$ cat config.mk
export PLATFORM = sky130hd
export DESIGN_NAME = steady_state_convergence_monitor_flat
export DESIGN_NICKNAME = d
export VERILOG_FILES = /design/src/design/scm_pkg.sv /design/src/design/scm_in_if.sv /design/src/design/scm_out_if.sv /design/src/design/scm_front.sv /design/src/design/scm_back.sv /design/src/design/steady_state_convergence_monitor.sv /design/src/flat_wrapper.sv
export SDC_FILE = /design/constraint.sdc
export NUM_CORES = 2
export LEC_CHECK = 0
export ABC_AREA = 0
export BUFFER_PORTS_ARGS = -buffer_cell sky130_fd_sc_hd__buf_2
export CAP_MARGIN = 20
export CELL_PAD_IN_SITES_DETAIL_PLACEMENT = 0
export CELL_PAD_IN_SITES_GLOBAL_PLACEMENT = 1
export CORE_MARGIN = 2
export CORE_UTILIZATION = 30
export DETAILED_ROUTE_END_ITERATION = 10
export GPL_TIMING_DRIVEN = 0
export PLACE_DENSITY_LB_ADDON = 0.1
export SLEW_MARGIN = 10
export SYNTH_ARGS = -nofsm -noshare
export SYNTH_HDL_FRONTEND = slang
export SYNTH_SLANG_ARGS = --single-unit
$ cat constraint.sdc
create_clock -name clk -period 11.4 [get_ports clk]
set_clock_uncertainty 0.05 [all_clocks]
set_input_delay 1.14 -clock clk [delete_from_list [all_inputs] [get_ports clk]]
set_output_delay 1.14 -clock clk [all_outputs]
set_load 0.02 [all_outputs]
$ cat src/design/scm_pkg.sv
// shared types and constants for the convergence monitor
// no dependencies
package scm_pkg;

  localparam int unsigned WIDE_W = 64;

  typedef enum logic [1:0] {
    CFG_RELATIVE_MODE    = 2'd0,
    CFG_INVERSE_TIMESTEP = 2'd1,
    CFG_TOLERANCE        = 2'd2,
    CFG_STEPS_NEEDED     = 2'd3
  } cfg_index_t;

  typedef enum logic [1:0] {
    ST_RUNNING   = 2'd0,
    ST_CONVERGED = 2'd1,
    ST_FAILED    = 2'd2
  } status_code_t;

  localparam logic        RESET_RELATIVE_MODE    = 1'b0;
  localparam logic [31:0] RESET_INVERSE_TIMESTEP = 32'd65536;
  localparam logic [31:0] RESET_TOLERANCE        = 32'd66;
  localparam logic [15:0] RESET_STEPS_NEEDED     = 16'd10;

  typedef struct packed {
    logic        relative_mode;
    logic [31:0] inverse_timestep;
    logic [31:0] tolerance;
    logic [15:0] steps_needed;
  } cfg_t;

  typedef struct packed {
    logic signed [WIDE_W-1:0] old_value;
    logic signed [WIDE_W-1:0] new_value;
    logic                     last_element;
    logic                     relative_mode;
  } qent_t;

  typedef enum logic [3:0] {
    B_IDLE,
    B_MUL_LO,
    B_MUL_HI,
    B_RATE,
    B_RSQ,
    B_RACC,
    B_VSQ,
    B_VACC,
    B_CHK,
    B_SQRT_R,
    B_SQRT_V,
    B_DIV,
    B_FIN
  } back_state_t;

endpackage

$ cat src/design/scm_in_if.sv
// input channel: element pair and last flag
// depends on nothing
interface scm_in_if #(parameter int VALUE_WIDTH = 32);
  logic                          valid;
  logic                          ready;
  logic signed [VALUE_WIDTH-1:0] old_value;
  logic signed [VALUE_WIDTH-1:0] new_value;
  logic                          last_element;
  modport source (output valid, old_value, new_value, last_element, input ready);
  modport sink (input valid, old_value, new_value, last_element, output ready);
endinterface

$ cat src/design/scm_out_if.sv
// result channel: norm, count and status per vector
// depends on nothing
interface scm_out_if;
  logic        valid;
  logic        ready;
  logic [31:0] error_norm;
  logic [15:0] steps_below;
  logic [1:0]  status;
  modport source (output valid, error_norm, steps_below, status, input ready);
  modport sink (input valid, error_norm, steps_below, status, output ready);
endinterface

$ cat src/design/scm_front.sv
// front end: accepts items, sign-extends and tags them with the mode, two-entry queue
// depends on scm_pkg
module scm_front #(
  parameter int VALUE_WIDTH = 32
) (
  input  logic                          clk,
  input  logic                          rst_n,
  input  logic                          in_valid,
  output logic                          in_ready,
  input  logic signed [VALUE_WIDTH-1:0] in_old_value,
  input  logic signed [VALUE_WIDTH-1:0] in_new_value,
  input  logic                          in_last_element,
  input  logic                          relative_mode,
  output logic                          q_valid,
  output scm_pkg::qent_t                q_data,
  input  logic                          q_pop
);
  import scm_pkg::*;

  qent_t       mem_r [2];
  logic        wp_r, rp_r;
  logic [1:0]  cnt_r;
  logic        push;
  qent_t       ent;

  assign in_ready = (cnt_r != 2'd2);
  assign push     = in_valid && in_ready;
  assign q_valid  = (cnt_r != 2'd0);
  assign q_data   = mem_r[rp_r];

  always_comb begin
    ent.old_value     = {{(WIDE_W-VALUE_WIDTH){in_old_value[VALUE_WIDTH-1]}}, in_old_value};
    ent.new_value     = {{(WIDE_W-VALUE_WIDTH){in_new_value[VALUE_WIDTH-1]}}, in_new_value};
    ent.last_element  = in_last_element;
    ent.relative_mode = relative_mode;
  end

  always_ff @(posedge clk) begin
    if (push) begin
      mem_r[wp_r] <= ent;
    end
  end

  always_ff @(posedge clk) begin
    if (!rst_n) begin
      wp_r  <= 1'b0;
      rp_r  <= 1'b0;
      cnt_r <= 2'd0;
    end else begin
      if (push) wp_r <= ~wp_r;
      if (q_pop) rp_r <= ~rp_r;
      cnt_r <= cnt_r + {1'b0, push} - {1'b0, q_pop};
    end
  end
endmodule

$ cat src/design/scm_back.sv
// back end: rate, squares, accumulation, square roots, division and vector result
// depends on scm_pkg
module scm_back #(
  parameter int FRACTION_BITS = 16
) (
  input  logic           clk,
  input  logic           rst_n,
  input  scm_pkg::cfg_t  cfg,
  input  logic           q_valid,
  input  scm_pkg::qent_t q_data,
  output logic           q_pop,
  output logic           out_valid,
  input  logic           out_ready,
  output logic [31:0]    out_error_norm,
  output logic [15:0]    out_steps_below,
  output logic [1:0]     out_status
);
  import scm_pkg::*;

  localparam int DIVW = 32 + FRACTION_BITS;
  localparam int CW   = $clog2(DIVW + 1);

  back_state_t state_r, state_nxt;

  logic [63:0] d_r, c_r, lo_r, hi_r, prod_r, rsum_r, vsum_r;
  logic [31:0] rate_r, err_r;
  logic        last_r, mode_r, ovf_r;
  logic [63:0] sx_r, sres_r, sbit_r;
  logic [31:0] div_r, rem_r;
  logic [DIVW-1:0] dq_r;
  logic [CW-1:0]   cnt_r;
  logic [15:0]     below_r;

  logic        out_valid_r;
  logic [31:0] out_err_r;
  logic [15:0] out_steps_r;
  logic [1:0]  out_status_r;

  logic [31:0] mul_a, mul_b;
  logic [63:0] mul_p;
  logic signed [63:0] dd;
  logic [63:0] rate_sum;
  logic        rate_ok;
  logic [63:0] acc_add, acc_base, acc_sum;
  logic        acc_ovf;
  logic [63:0] strial;
  logic [32:0] dtrial;
  logic        sqrt_done, div_done;
  logic [15:0] below_new;

  assign out_valid       = out_valid_r;
  assign out_error_norm  = out_err_r;
  assign out_steps_below = out_steps_r;
  assign out_status      = out_status_r;

  // outputs of the sequencer
  always_comb begin
    q_pop = (state_r == B_IDLE) && q_valid;
    mul_a = 32'd0;
    mul_b = 32'd0;
    unique case (state_r)
      B_MUL_LO: begin
        mul_a = d_r[31:0];
        mul_b = cfg.inverse_timestep;
      end
      B_MUL_HI: begin
        mul_a = d_r[63:32];
        mul_b = cfg.inverse_timestep;
      end
      B_RSQ: begin
        mul_a = rate_r;
        mul_b = rate_r;
      end
      B_VSQ: begin
        mul_a = c_r[31:0];
        mul_b = c_r[31:0];
      end
      default: begin
        mul_a = 32'd0;
        mul_b = 32'd0;
      end
    endcase
  end

  assign mul_p    = mul_a * mul_b;
  assign dd       = q_data.new_value - q_data.old_value;
  assign rate_sum = {hi_r[47:0], 16'd0} + {16'd0, lo_r[63:16]};
  assign rate_ok  = (hi_r[63:32] == 32'd0) && (rate_sum[63:32] == 32'd0);
  assign acc_base = (state_r == B_RACC) ? rsum_r : vsum_r;
  assign acc_add  = prod_r;
  assign acc_sum  = acc_base + acc_add;
  assign acc_ovf  = acc_base > (~acc_add);
  assign strial   = sres_r + sbit_r;
  assign dtrial   = {rem_r, dq_r[DIVW-1]};
  assign sqrt_done = (cnt_r == CW'(31));
  assign div_done  = (cnt_r == CW'(DIVW - 1));
  assign below_new = (err_r < cfg.tolerance) ?
                     ((below_r == 16'hFFFF) ? below_r : below_r + 16'd1) : 16'd0;

  // next state
  always_comb begin
    state_nxt = state_r;
    unique case (state_r)
      B_IDLE:   if (q_valid) state_nxt = B_MUL_LO;
      B_MUL_LO: state_nxt = B_MUL_HI;
      B_MUL_HI: state_nxt = B_RATE;
      B_RATE:   state_nxt = rate_ok ? B_RSQ : (mode_r ? B_VSQ : B_CHK);
      B_RSQ:    state_nxt = B_RACC;
      B_RACC:   state_nxt = mode_r ? B_VSQ : B_CHK;
      B_VSQ:    state_nxt = (c_r[63:32] != 32'd0) ? B_CHK : B_VACC;
      B_VACC:   state_nxt = B_CHK;
      B_CHK: begin
        priority if (!last_r) state_nxt = B_IDLE;
        else if (ovf_r)       state_nxt = B_FIN;
        else                  state_nxt = B_SQRT_R;
      end
      B_SQRT_R: if (sqrt_done) state_nxt = mode_r ? B_SQRT_V : B_FIN;
      B_SQRT_V: if (sqrt_done) state_nxt = B_DIV;
      B_DIV:    if (div_done) state_nxt = B_FIN;
      B_FIN:    if (!out_valid_r) state_nxt = B_IDLE;
      default:  state_nxt = B_IDLE;
    endcase
  end

  always_ff @(posedge clk) begin
    if (!rst_n) begin
      state_r     <= B_IDLE;
      out_valid_r <= 1'b0;
      rsum_r      <= '0;
      vsum_r      <= '0;
      ovf_r       <= 1'b0;
      below_r     <= 16'd0;
    end else begin
      state_r <= state_nxt;
      if (out_valid_r && out_ready) out_valid_r <= 1'b0;
      unique case (state_r)
        B_IDLE: begin
          if (q_valid) begin
            d_r    <= dd[63] ? -dd : dd;
            c_r    <= q_data.new_value[63] ? -q_data.new_value : q_data.new_value;
            last_r <= q_data.last_element;
            mode_r <= q_data.relative_mode;
          end
        end
        B_MUL_LO: lo_r <= mul_p;
        B_MUL_HI: hi_r <= mul_p;
        B_RATE: begin
          rate_r <= rate_sum[31:0];
          if (!rate_ok) begin
            rsum_r <= '1;
            ovf_r  <= 1'b1;
          end
        end
        B_RSQ: prod_r <= mul_p;
        B_RACC: begin
          rsum_r <= acc_ovf ? '1 : acc_sum;
          if (acc_ovf) ovf_r <= 1'b1;
        end
        B_VSQ: begin
          prod_r <= mul_p;
          if (c_r[63:32] != 32'd0) begin
            vsum_r <= '1;
            ovf_r  <= 1'b1;
          end
        end
        B_VACC: begin
          vsum_r <= acc_ovf ? '1 : acc_sum;
          if (acc_ovf) ovf_r <= 1'b1;
        end
        B_CHK: begin
          sx_r   <= rsum_r;
          sres_r <= '0;
          sbit_r <= 64'h4000_0000_0000_0000;
          cnt_r  <= '0;
        end
        B_SQRT_R, B_SQRT_V: begin
          if (sqrt_done) begin
            cnt_r  <= '0;
            sx_r   <= vsum_r;
            sbit_r <= 64'h4000_0000_0000_0000;
            sres_r <= '0;
            if (state_r == B_SQRT_R) begin
              err_r <= (sx_r >= strial) ? 32'(((sres_r >> 1) + sbit_r)) : 32'(sres_r >> 1);
            end else begin
              rem_r <= 32'd0;
              dq_r  <= {err_r, {FRACTION_BITS{1'b0}}};
              if (sx_r >= strial) begin
                div_r <= 32'(((sres_r >> 1) + sbit_r));
              end else begin
                div_r <= ((sres_r >> 1) == 64'd0) ? 32'd1 : 32'(sres_r >> 1);
              end
            end
          end else begin
            if (sx_r >= strial) begin
              sx_r   <= sx_r - strial;
              sres_r <= (sres_r >> 1) + sbit_r;
            end else begin
              sres_r <= sres_r >> 1;
            end
            sbit_r <= sbit_r >> 2;
            cnt_r  <= cnt_r + CW'(1);
          end
        end
        B_DIV: begin
          if (dtrial >= {1'b0, div_r}) begin
            rem_r <= 32'(dtrial - {1'b0, div_r});
            dq_r  <= {dq_r[DIVW-2:0], 1'b1};
          end else begin
            rem_r <= dtrial[31:0];
            dq_r  <= {dq_r[DIVW-2:0], 1'b0};
          end
          cnt_r <= cnt_r + CW'(1);
          if (div_done) begin
            mode_r <= 1'b0;
            err_r  <= (dq_r[DIVW-2:31] != '0) ? 32'hFFFF_FFFF :
                      {dq_r[30:0], (dtrial >= {1'b0, div_r})};
          end
        end
        B_FIN: begin
          if (!out_valid_r) begin
            out_valid_r <= 1'b1;
            if (ovf_r) begin
              out_err_r    <= 32'hFFFF_FFFF;
              out_steps_r  <= below_r;
              out_status_r <= ST_FAILED;
            end else begin
              out_err_r    <= err_r;
              out_steps_r  <= below_new;
              below_r      <= below_new;
              out_status_r <= (below_new >= cfg.steps_needed) ? ST_CONVERGED : ST_RUNNING;
            end
            rsum_r <= '0;
            vsum_r <= '0;
            ovf_r  <= 1'b0;
          end
        end
        default: begin
        end
      endcase
    end
  end
endmodule

$ cat src/design/steady_state_convergence_monitor.sv
// convergence monitor top: config registers, front queue and back sequencer
// depends on scm_pkg, scm_in_if, scm_out_if, scm_front, scm_back
// the back end finishes each item before it takes the next; items pass the shared
// 32x32 multiplier, the last item of a vector without overflow adds 32-step square roots
// (the second one, and the divider, in relative mode only), and a result waits while the
// previous result is unread; synchronous active-low reset
module steady_state_convergence_monitor #(
  parameter int VALUE_WIDTH   = 32,
  parameter int FRACTION_BITS = 16
) (
  input  logic        clk,
  input  logic        rst_n,
  scm_in_if.sink      in_ch,
  scm_out_if.source   out_ch,
  input  logic        cfg_we,
  input  logic [1:0]  cfg_index,
  input  logic [31:0] cfg_data
);
  import scm_pkg::*;

  cfg_t           cfg_r;
  logic           q_valid, q_pop;
  qent_t          q_data;

  always_ff @(posedge clk) begin
    if (!rst_n) begin
      cfg_r.relative_mode    <= RESET_RELATIVE_MODE;
      cfg_r.inverse_timestep <= RESET_INVERSE_TIMESTEP;
      cfg_r.tolerance        <= RESET_TOLERANCE;
      cfg_r.steps_needed     <= RESET_STEPS_NEEDED;
    end else if (cfg_we) begin
      unique case (cfg_index_t'(cfg_index))
        CFG_RELATIVE_MODE:    cfg_r.relative_mode    <= cfg_data[0];
        CFG_INVERSE_TIMESTEP: cfg_r.inverse_timestep <= cfg_data;
        CFG_TOLERANCE:        cfg_r.tolerance        <= cfg_data;
        CFG_STEPS_NEEDED:     cfg_r.steps_needed     <= cfg_data[15:0];
        default: begin
        end
      endcase
    end
  end

  scm_front #(.VALUE_WIDTH(VALUE_WIDTH)) u_front (
    .clk             (clk),
    .rst_n           (rst_n),
    .in_valid        (in_ch.valid),
    .in_ready        (in_ch.ready),
    .in_old_value    (in_ch.old_value),
    .in_new_value    (in_ch.new_value),
    .in_last_element (in_ch.last_element),
    .relative_mode   (cfg_r.relative_mode),
    .q_valid         (q_valid),
    .q_data          (q_data),
    .q_pop           (q_pop)
  );

  scm_back #(.FRACTION_BITS(FRACTION_BITS)) u_back (
    .clk             (clk),
    .rst_n           (rst_n),
    .cfg             (cfg_r),
    .q_valid         (q_valid),
    .q_data          (q_data),
    .q_pop           (q_pop),
    .out_valid       (out_ch.valid),
    .out_ready       (out_ch.ready),
    .out_error_norm  (out_ch.error_norm),
    .out_steps_below (out_ch.steps_below),
    .out_status      (out_ch.status)
  );

`ifndef SYNTHESIS
  a_fail_sat: assert property (@(posedge clk) disable iff (!rst_n)
    (out_ch.valid && out_ch.status == ST_FAILED) |-> out_ch.error_norm == 32'hFFFF_FFFF)
    else $error("failed vector without saturated norm");
  a_conv_cnt: assert property (@(posedge clk) disable iff (!rst_n)
    (out_ch.valid && out_ch.status == ST_CONVERGED) |->
    out_ch.steps_below >= cfg_r.steps_needed)
    else $error("converged with count below limit");
  a_run_cnt: assert property (@(posedge clk) disable iff (!rst_n)
    (out_ch.valid && out_ch.status == ST_RUNNING) |->
    out_ch.steps_below < cfg_r.steps_needed)
    else $error("running with count at limit");
`endif
endmodule

$ cat src/flat_wrapper.sv
// flat-port wrapper written by rule: the top's interface ports become plain ports
module steady_state_convergence_monitor_flat import scm_pkg::*;
#(
  parameter int VALUE_WIDTH   = 32,
  parameter int FRACTION_BITS = 16
)
  (clk, rst_n, cfg_we, cfg_index, cfg_data, in_ch_valid, in_ch_old_value, in_ch_new_value, in_ch_last_element, in_ch_ready, out_ch_valid, out_ch_error_norm, out_ch_steps_below, out_ch_status, out_ch_ready);
  scm_in_if #(.VALUE_WIDTH(VALUE_WIDTH)) in_ch_i ();
  scm_out_if out_ch_i ();
  input  logic clk;
  input  logic rst_n;
  input  logic cfg_we;
  input  logic [1:0] cfg_index;
  input  logic [31:0] cfg_data;
  input wire logic [$bits(in_ch_i.valid)-1:0] in_ch_valid;
  input wire logic [$bits(in_ch_i.old_value)-1:0] in_ch_old_value;
  input wire logic [$bits(in_ch_i.new_value)-1:0] in_ch_new_value;
  input wire logic [$bits(in_ch_i.last_element)-1:0] in_ch_last_element;
  output wire logic [$bits(in_ch_i.ready)-1:0] in_ch_ready;
  output wire logic [$bits(out_ch_i.valid)-1:0] out_ch_valid;
  output wire logic [$bits(out_ch_i.error_norm)-1:0] out_ch_error_norm;
  output wire logic [$bits(out_ch_i.steps_below)-1:0] out_ch_steps_below;
  output wire logic [$bits(out_ch_i.status)-1:0] out_ch_status;
  input wire logic [$bits(out_ch_i.ready)-1:0] out_ch_ready;
  assign in_ch_i.valid = in_ch_valid;
  assign in_ch_i.old_value = in_ch_old_value;
  assign in_ch_i.new_value = in_ch_new_value;
  assign in_ch_i.last_element = in_ch_last_element;
  assign in_ch_ready = in_ch_i.ready;
  assign out_ch_valid = out_ch_i.valid;
  assign out_ch_error_norm = out_ch_i.error_norm;
  assign out_ch_steps_below = out_ch_i.steps_below;
  assign out_ch_status = out_ch_i.status;
  assign out_ch_i.ready = out_ch_ready;
  steady_state_convergence_monitor #(.VALUE_WIDTH(VALUE_WIDTH), .FRACTION_BITS(FRACTION_BITS)) u_core (.clk(clk), .rst_n(rst_n), .in_ch(in_ch_i), .out_ch(out_ch_i), .cfg_we(cfg_we), .cfg_index(cfg_index), .cfg_data(cfg_data));
endmodule
=== Word-level counts from Yosys, hierarchy flattened ===
Memories as Yosys holds them, arrays and structs flattened. A register that Yosys moved wholly into a read port is not among the register bits.
Cells that the tools add are included.

* $mul: 1
* Bitwise logic cells: 5
* Multiplexer cells: 68
* Reductions and logical operators: 45
* $lt $le $gt $ge: 5
* Equality and inequality tests: 31
* Add/subtract/negate cells: 13

{| class="wikitable"
|+ Operator list
! operator !! number
|-
| $mux W64 || 9
|-
| $pmux W64 S2 || 3
|-
| $pmux W64 S3 || 2
|-
| $mux W32 || 10
|-
| $mux W63 || 3
|-
| $add A64 B64 Y64 || 2
|-
| $neg A64 Y64 || 2
|-
| $pmux W32 S2 || 2
|-
| $pmux W32 S4 || 1
|-
| $sub A64 B64 Y64 || 2
|-
| $mux W48 || 2
|-
| $pmux W32 S3 || 1
|-
| $pmux W48 S2 || 1
|-
| $add A63 B64 Y64 || 1
|-
| $add A64 B48 Y64 || 1
|-
| $ge A64 B64 Y1 || 1
|-
| $gt A64 B64 Y1 || 1
|-
| $logic_not A32 Y1 || 2
|-
| $logic_not A64 Y1 || 1
|-
| $mul A32 B32 Y64 || 1
|-
| $not A64 Y64 || 1
|-
| $pmux W4 S13 || 1
|-
| $mux W16 || 3
|-
| $mux W4 || 9
|-
| other kinds (40) || 106
|}

* Logic and storage cells: 203
* RAM bits: 260
* Memories: 1
* Input port bits: 104
* Register bits: 981
* Output and inout port bits: 52

{| class="wikitable"
|+ Memory list
! memory !! depth !! width !! rd ports !! clocked after memory_dff !! write ports !! line !! text
|-
| u_core.u_front.mem_r || 2 || 130 || 1 || 1 || 1 || scm_front.sv:20 || <nowiki>qent_t mem_r [2];</nowiki>
|}

=== Logic depth before layout (Yosys ltp) ===
* Word-level depth: 6
* Depth in mapped cells: 40
* Gate-level depth less buffers: 34

=== By module ===
A second synthesis with hierarchy kept.

* Cell total of the unflattened synthesis: 10637
* Area total of the unflattened synthesis: 97907.7 um2

{| class="wikitable"
|+ By module, submodules not included
! module !! cells each !! seq. area each (um2) !! instances !! area each (um2)
|-
| scm_back || 10032 || 23963.0 || 1 || 89295.6
|-
| scm_front || 297 || 4063.9 || 1 || 5520.3
|-
| steady_state_convergence_monitor || 308 || 1621.6 || 1 || 3091.7
|}

=== Worst setup path after synthesis ===
No wires, ideal clock.

* Path kind: input-to-reg
* Start: in rst_n
* End: reg u_core.u_back.c_r[0], enable pin
* Library setup time: 0.776 ns
* Data required time: 10.574 ns
* Path slack: 0.144 ns
* Buffers on the path: 2
* Arrival: 10.430 ns
* Stages on the path: 4
* Cell sequence: clkbuf_1 inv_2 clkbuf_1 nor3_1

* Word-level cells in the longest chain between the ends: 1

{| class="wikitable"
|+ RTL lines
! what !! line !! text
|-
| start: declaration || flat_wrapper.sv:11 || <nowiki>input logic rst_n;</nowiki>
|-
| $reduce_and A3 Y1 (no line) || - ||
|-
| end signal: assignment || scm_back.sv:140 || <nowiki>c_r <= q_data.new_value[63] ? -q_data.new_value : q_data.new_value;</nowiki>
|-
| end: declaration || scm_back.sv:25 || <nowiki>logic [63:0] d_r, c_r, lo_r, hi_r, prod_r, rsum_r, vsum_r;</nowiki>
|}

No other way between the ends.
A chain may end at the register's enable or synchronous reset.

=== Worst setup path after layout ===
* Start: reg u_core.u_back.state_r[0]
* End: reg u_core.u_back.hi_r[41] (data pin)

* Word-level cells in the longest chain between the ends: 4
* Elaborated cells between the ends (all ways): 8
* Those cells by class: 1 x mul; 4 x eq/ne; 2 x mux; 1 x reduce/logical

{| class="wikitable"
|+ RTL lines
! what !! line !! text
|-
| start: declaration || scm_back.sv:23 || <nowiki>back_state_t state_r, state_nxt;</nowiki>
|-
| start signal: assignment || scm_back.sv:134 || <nowiki>state_r <= state_nxt;</nowiki>
|-
| $eq A4 B2 Y1 / $eq A4 B1 Y1 (equally long branches) || scm_back.sv:61 || <nowiki>unique case (state_r)</nowiki>
|-
| $reduce_or A2 Y1 (no line) || - ||
|-
| $pmux W32 S3 || scm_back.sv:61 ||
|-
| $mul A32 B32 Y64 (*) || scm_back.sv:85 || <nowiki>assign mul_p = mul_a * mul_b;</nowiki>
|-
| net u_core.u_back.mul_p[41] || scm_back.sv:40 || <nowiki>logic [63:0] mul_p;</nowiki>
|-
| end signal: assignment || scm_back.sv:146 || <nowiki>B_MUL_HI: hi_r <= mul_p;</nowiki>
|-
| end: declaration || scm_back.sv:25 ||
|}

The timed path passes the listed nets; every way through them passes the cells marked *.

==> impl_metrics.toml <==
[status]
status = "finished clean"

[synthesis]
synthCells = 9953
netlist_area_um2 = 92800
postSynthAreaPerCell_um2 = 9.32
synth.distinct_cells = 95
async_reset_ff_share_pct = 0
synth_top_flop_cell = "edfxtp_1"
yosysTopAreaCell = "edfxtp_1"
synthTopCellsByArea = "edfxtp_1 27%, fa_1 19%, ha_1 8.2%, nand2_1 5.5%, dfxtp_1 5.1%"
yosysTopAreaCellShare_pct = 26.9
ys_warn_count = 0
synth_edf_count = 830
ys_seq_area_share_pct = 32.0
ys_ff_latch = 1066

[finish]
finalNonFillerCells = 14600
largest_reg_flops = 132
fin_util_pct = 34.3
n_fill_cell = 32200
multi_input_area_um2 = 57900
nets = 12000
top_register = "u_core.u_front.mem_r"
drive_above_1_share_pct = 8.51
seq_area_um2 = 29600
largestRegisters = "u_core.u_front.mem_r: 132 flops, u_core.cfg_r: 81 flops"
syn_to_final_growth_pct = 14.0
layout_common_cells = "1,354 x nand2_1, 1,143 x nor2_1, 1,084 x inv_1, 902 x fa_1, 830 x edfxtp_1"
layout_commonest_cell = "nand2_1"

[detailed_routing]
dr.pass1.iters = 6
drt-wirelength-per-cell_um = 27.5
top_layer = "met5"
wl_met1_um = 177000
met3_length_um = 19500
route.met2.wl_um = 185000
vias_per_cell = 5.17
antenna_left = 0
totalWireLength_um = 402000
vias = 75600
drc = 0
drt_iter0_markers = 6168

[sta]
fmax_ghz = 0.0892
finalSetupTns_ns = 0
worst_slack_ns = 0.189
slew_violations = 0
slew_headroom_pct = 19.3
rsz0062_at_grt = "no"
setup_viol = 0
final_min_period_over_clock_period_pct = 98.3
min_period_ns = 11.21
worstMarginPinSlew_ns = 1.21
finalHoldViolCount = 0

[die]
num_io_pins = 156
die_h_um = 560
dieArea_um2 = 314000
start_util_pct = 30.1
design.core.area_um2 = 308000
row_count = 204
fp.dieW_um = 560

[worst_setup_path]
required_ns = 11.86
r2r_end = "u_core.u_back.hi_r[41]"
path_max_fanout = 10
crit_start = "u_core.u_back.state_r[0]"
worstSetupEndpointType = "flop"
max_stage_delay_ns = 0.81
slowest_stage = "a22oi_1"
r2r_start = "u_core.u_back.state_r[0]"
critical_path.startpoint_type = "flop"
path_class = "flop to flop"
rrSetupSlack_ns = 0.19
arrival_ns = 11.67
reg2reg_depth = 31
crit_path_frequent_cell = "fa_1"

[placement]
place_congestion = 0.954
post-place-ws_ns = -2.57
dp.cells = 14400
hpwl_um = 332000
io_buffers = 154

[clock_tree]
clk_latency_ns = 0.83
path_clk_slew_ns = 0.06
cts_root_buf = "clkbuf_16"
clkSinkCount = 1066
cts_inserted_buffers = 138
h-tree-depth = 4
cts.path.max_buffers = 4
cts_tree = "yes"

[run]
maxCapViolations = 0

[pwr]
power.density_nw_per_um2 = 143
power_w = 0.0152
max-vdd-ir-drop_mv = 0.121
p_leak_nw = 45.4

[grt]
grt_max_degree = 55
grt_pass1_wl_um = 569000
grt_pass1_vias = 77200
track_usage_pct = 25.2
overflow = 0
antenna_found_initial = 22

[hold_path]
hold_path_end = "u_core.u_back.rate_r[4]"
holdPathStages = 0
min_path_type = "flop to flop"
min_from = "u_core.u_back.lo_r[20]"
[power by group]
group	internal [W]	switching [W]	total [W]
logic	0.00168	0.00425	0.00593
clock network	0.00247	0.00186	0.00433
registers	0.00474	0.000163	0.00491
total	0.00890	0.00627	0.0152
[per-layer routing]
metal  vias to the layer above  global-route usage (%)
met5                         -                       0
met4                         4                    10.8
met3                       521                    2.76
met2                      2312                    40.9
met1                     38400                    33.8
li1                      34400                       -
[synthesized netlist by cell type (all sizes together), types with 12 or more instances]
cell       n
ha       607
a21o     204
mux2      23
o21ai    487
o31ai     39
a21boi    19
a211oi    55
a31oi     99
nand3    104
dfxtp    236
edfxtp   830
a31o      20
xor2     187
nand4    102
a221o     12
nor2    1148
o221ai    12
or2       57
o211ai    30
o31a      15
nor4      60
a21oi    583
o211a     53
o21bai    71
and2     108
o21a      49
a22oi     76
nand2b    56
o221a     18
xnor2    248
mux2i     81
inv     1086
clkbuf   467
a32o      12
nor3b     14
or3       28
buf       35
nand2   1370
and3      74
fa       902
nor2b     72
nor3      77
[timing repair]
item | CTS | global route
endpoints found under the setup margin | 129 | 81
gates resized for setup | 227 | 68
buffers inserted | 21 | 14
pin swaps | 19 | 11
hold buffers | 0 | 0
[stage by stage]
stage | instance area (um^2) | hold slack (ns)
2_1_floorplan | 92900 | 0.350
3_3_place_gp | 98800 | 0.353
3_5_place_dp | 100000 | 0.357
4_1_cts | 105000 | 0.372
5_1_grt | 106000 | 0.377
6_report | 106000 | 0.372
[layout make-up]
cell class / instances / area share (%)
plain buffers: 475 / 1.95
repair buffers: 305 / 2.41
inverters: 1086 / 3.86
multi-input cells: 7330 / 54.8
well taps: 4120 / 4.87
diodes: 1 / 0.00237
flip-flops and latches: 1066 / 28.0
clock inverters: 68 / 0.588
clock buffers: 181 / 3.53
[worst max path at each step]
stage                             end  slack, ns  cells past startpoint
2_1_floorplan    u_core.u_back.c_r[0]       0.14                      4
3_3_place_gp    u_core.u_back.c_r[33]      -5.90                      4
3_5_place_dp   u_core.u_back.hi_r[55]      -2.57                     34
4_1_cts        u_core.u_back.hi_r[63]      0.001                     35
5_1_grt        u_core.u_back.lo_r[60]       0.01                     34
6_report       u_core.u_back.hi_r[41]       0.19                     31
[worst max-delay path, delay by kind of cell (launching register included)]
kind            cells  cell delay, ns
xor+xnor            1            0.50
compound gates     10            2.89
flops               1            0.41
fa+ha+maj           9            4.55
simple gates        6            0.98
buf+inv             5            1.45
[cell families after synthesis]
kind of cell / after synthesis / share of synthesized area [%]
xor gates and xnor gates: 435 / 4.11
adders and majority gates: 1511 / 27.7
DFF: 1066 / 32.0
buffers and inverters: 1588 / 6.45
other: 1 / 0.00404
and+or+nand+nor: 3302 / 15.4
muxes: 104 / 1.15
AOI/OAI and AO/OA: 1946 / 13.3
Note: power is estimated with default switching activity, not from simulation.
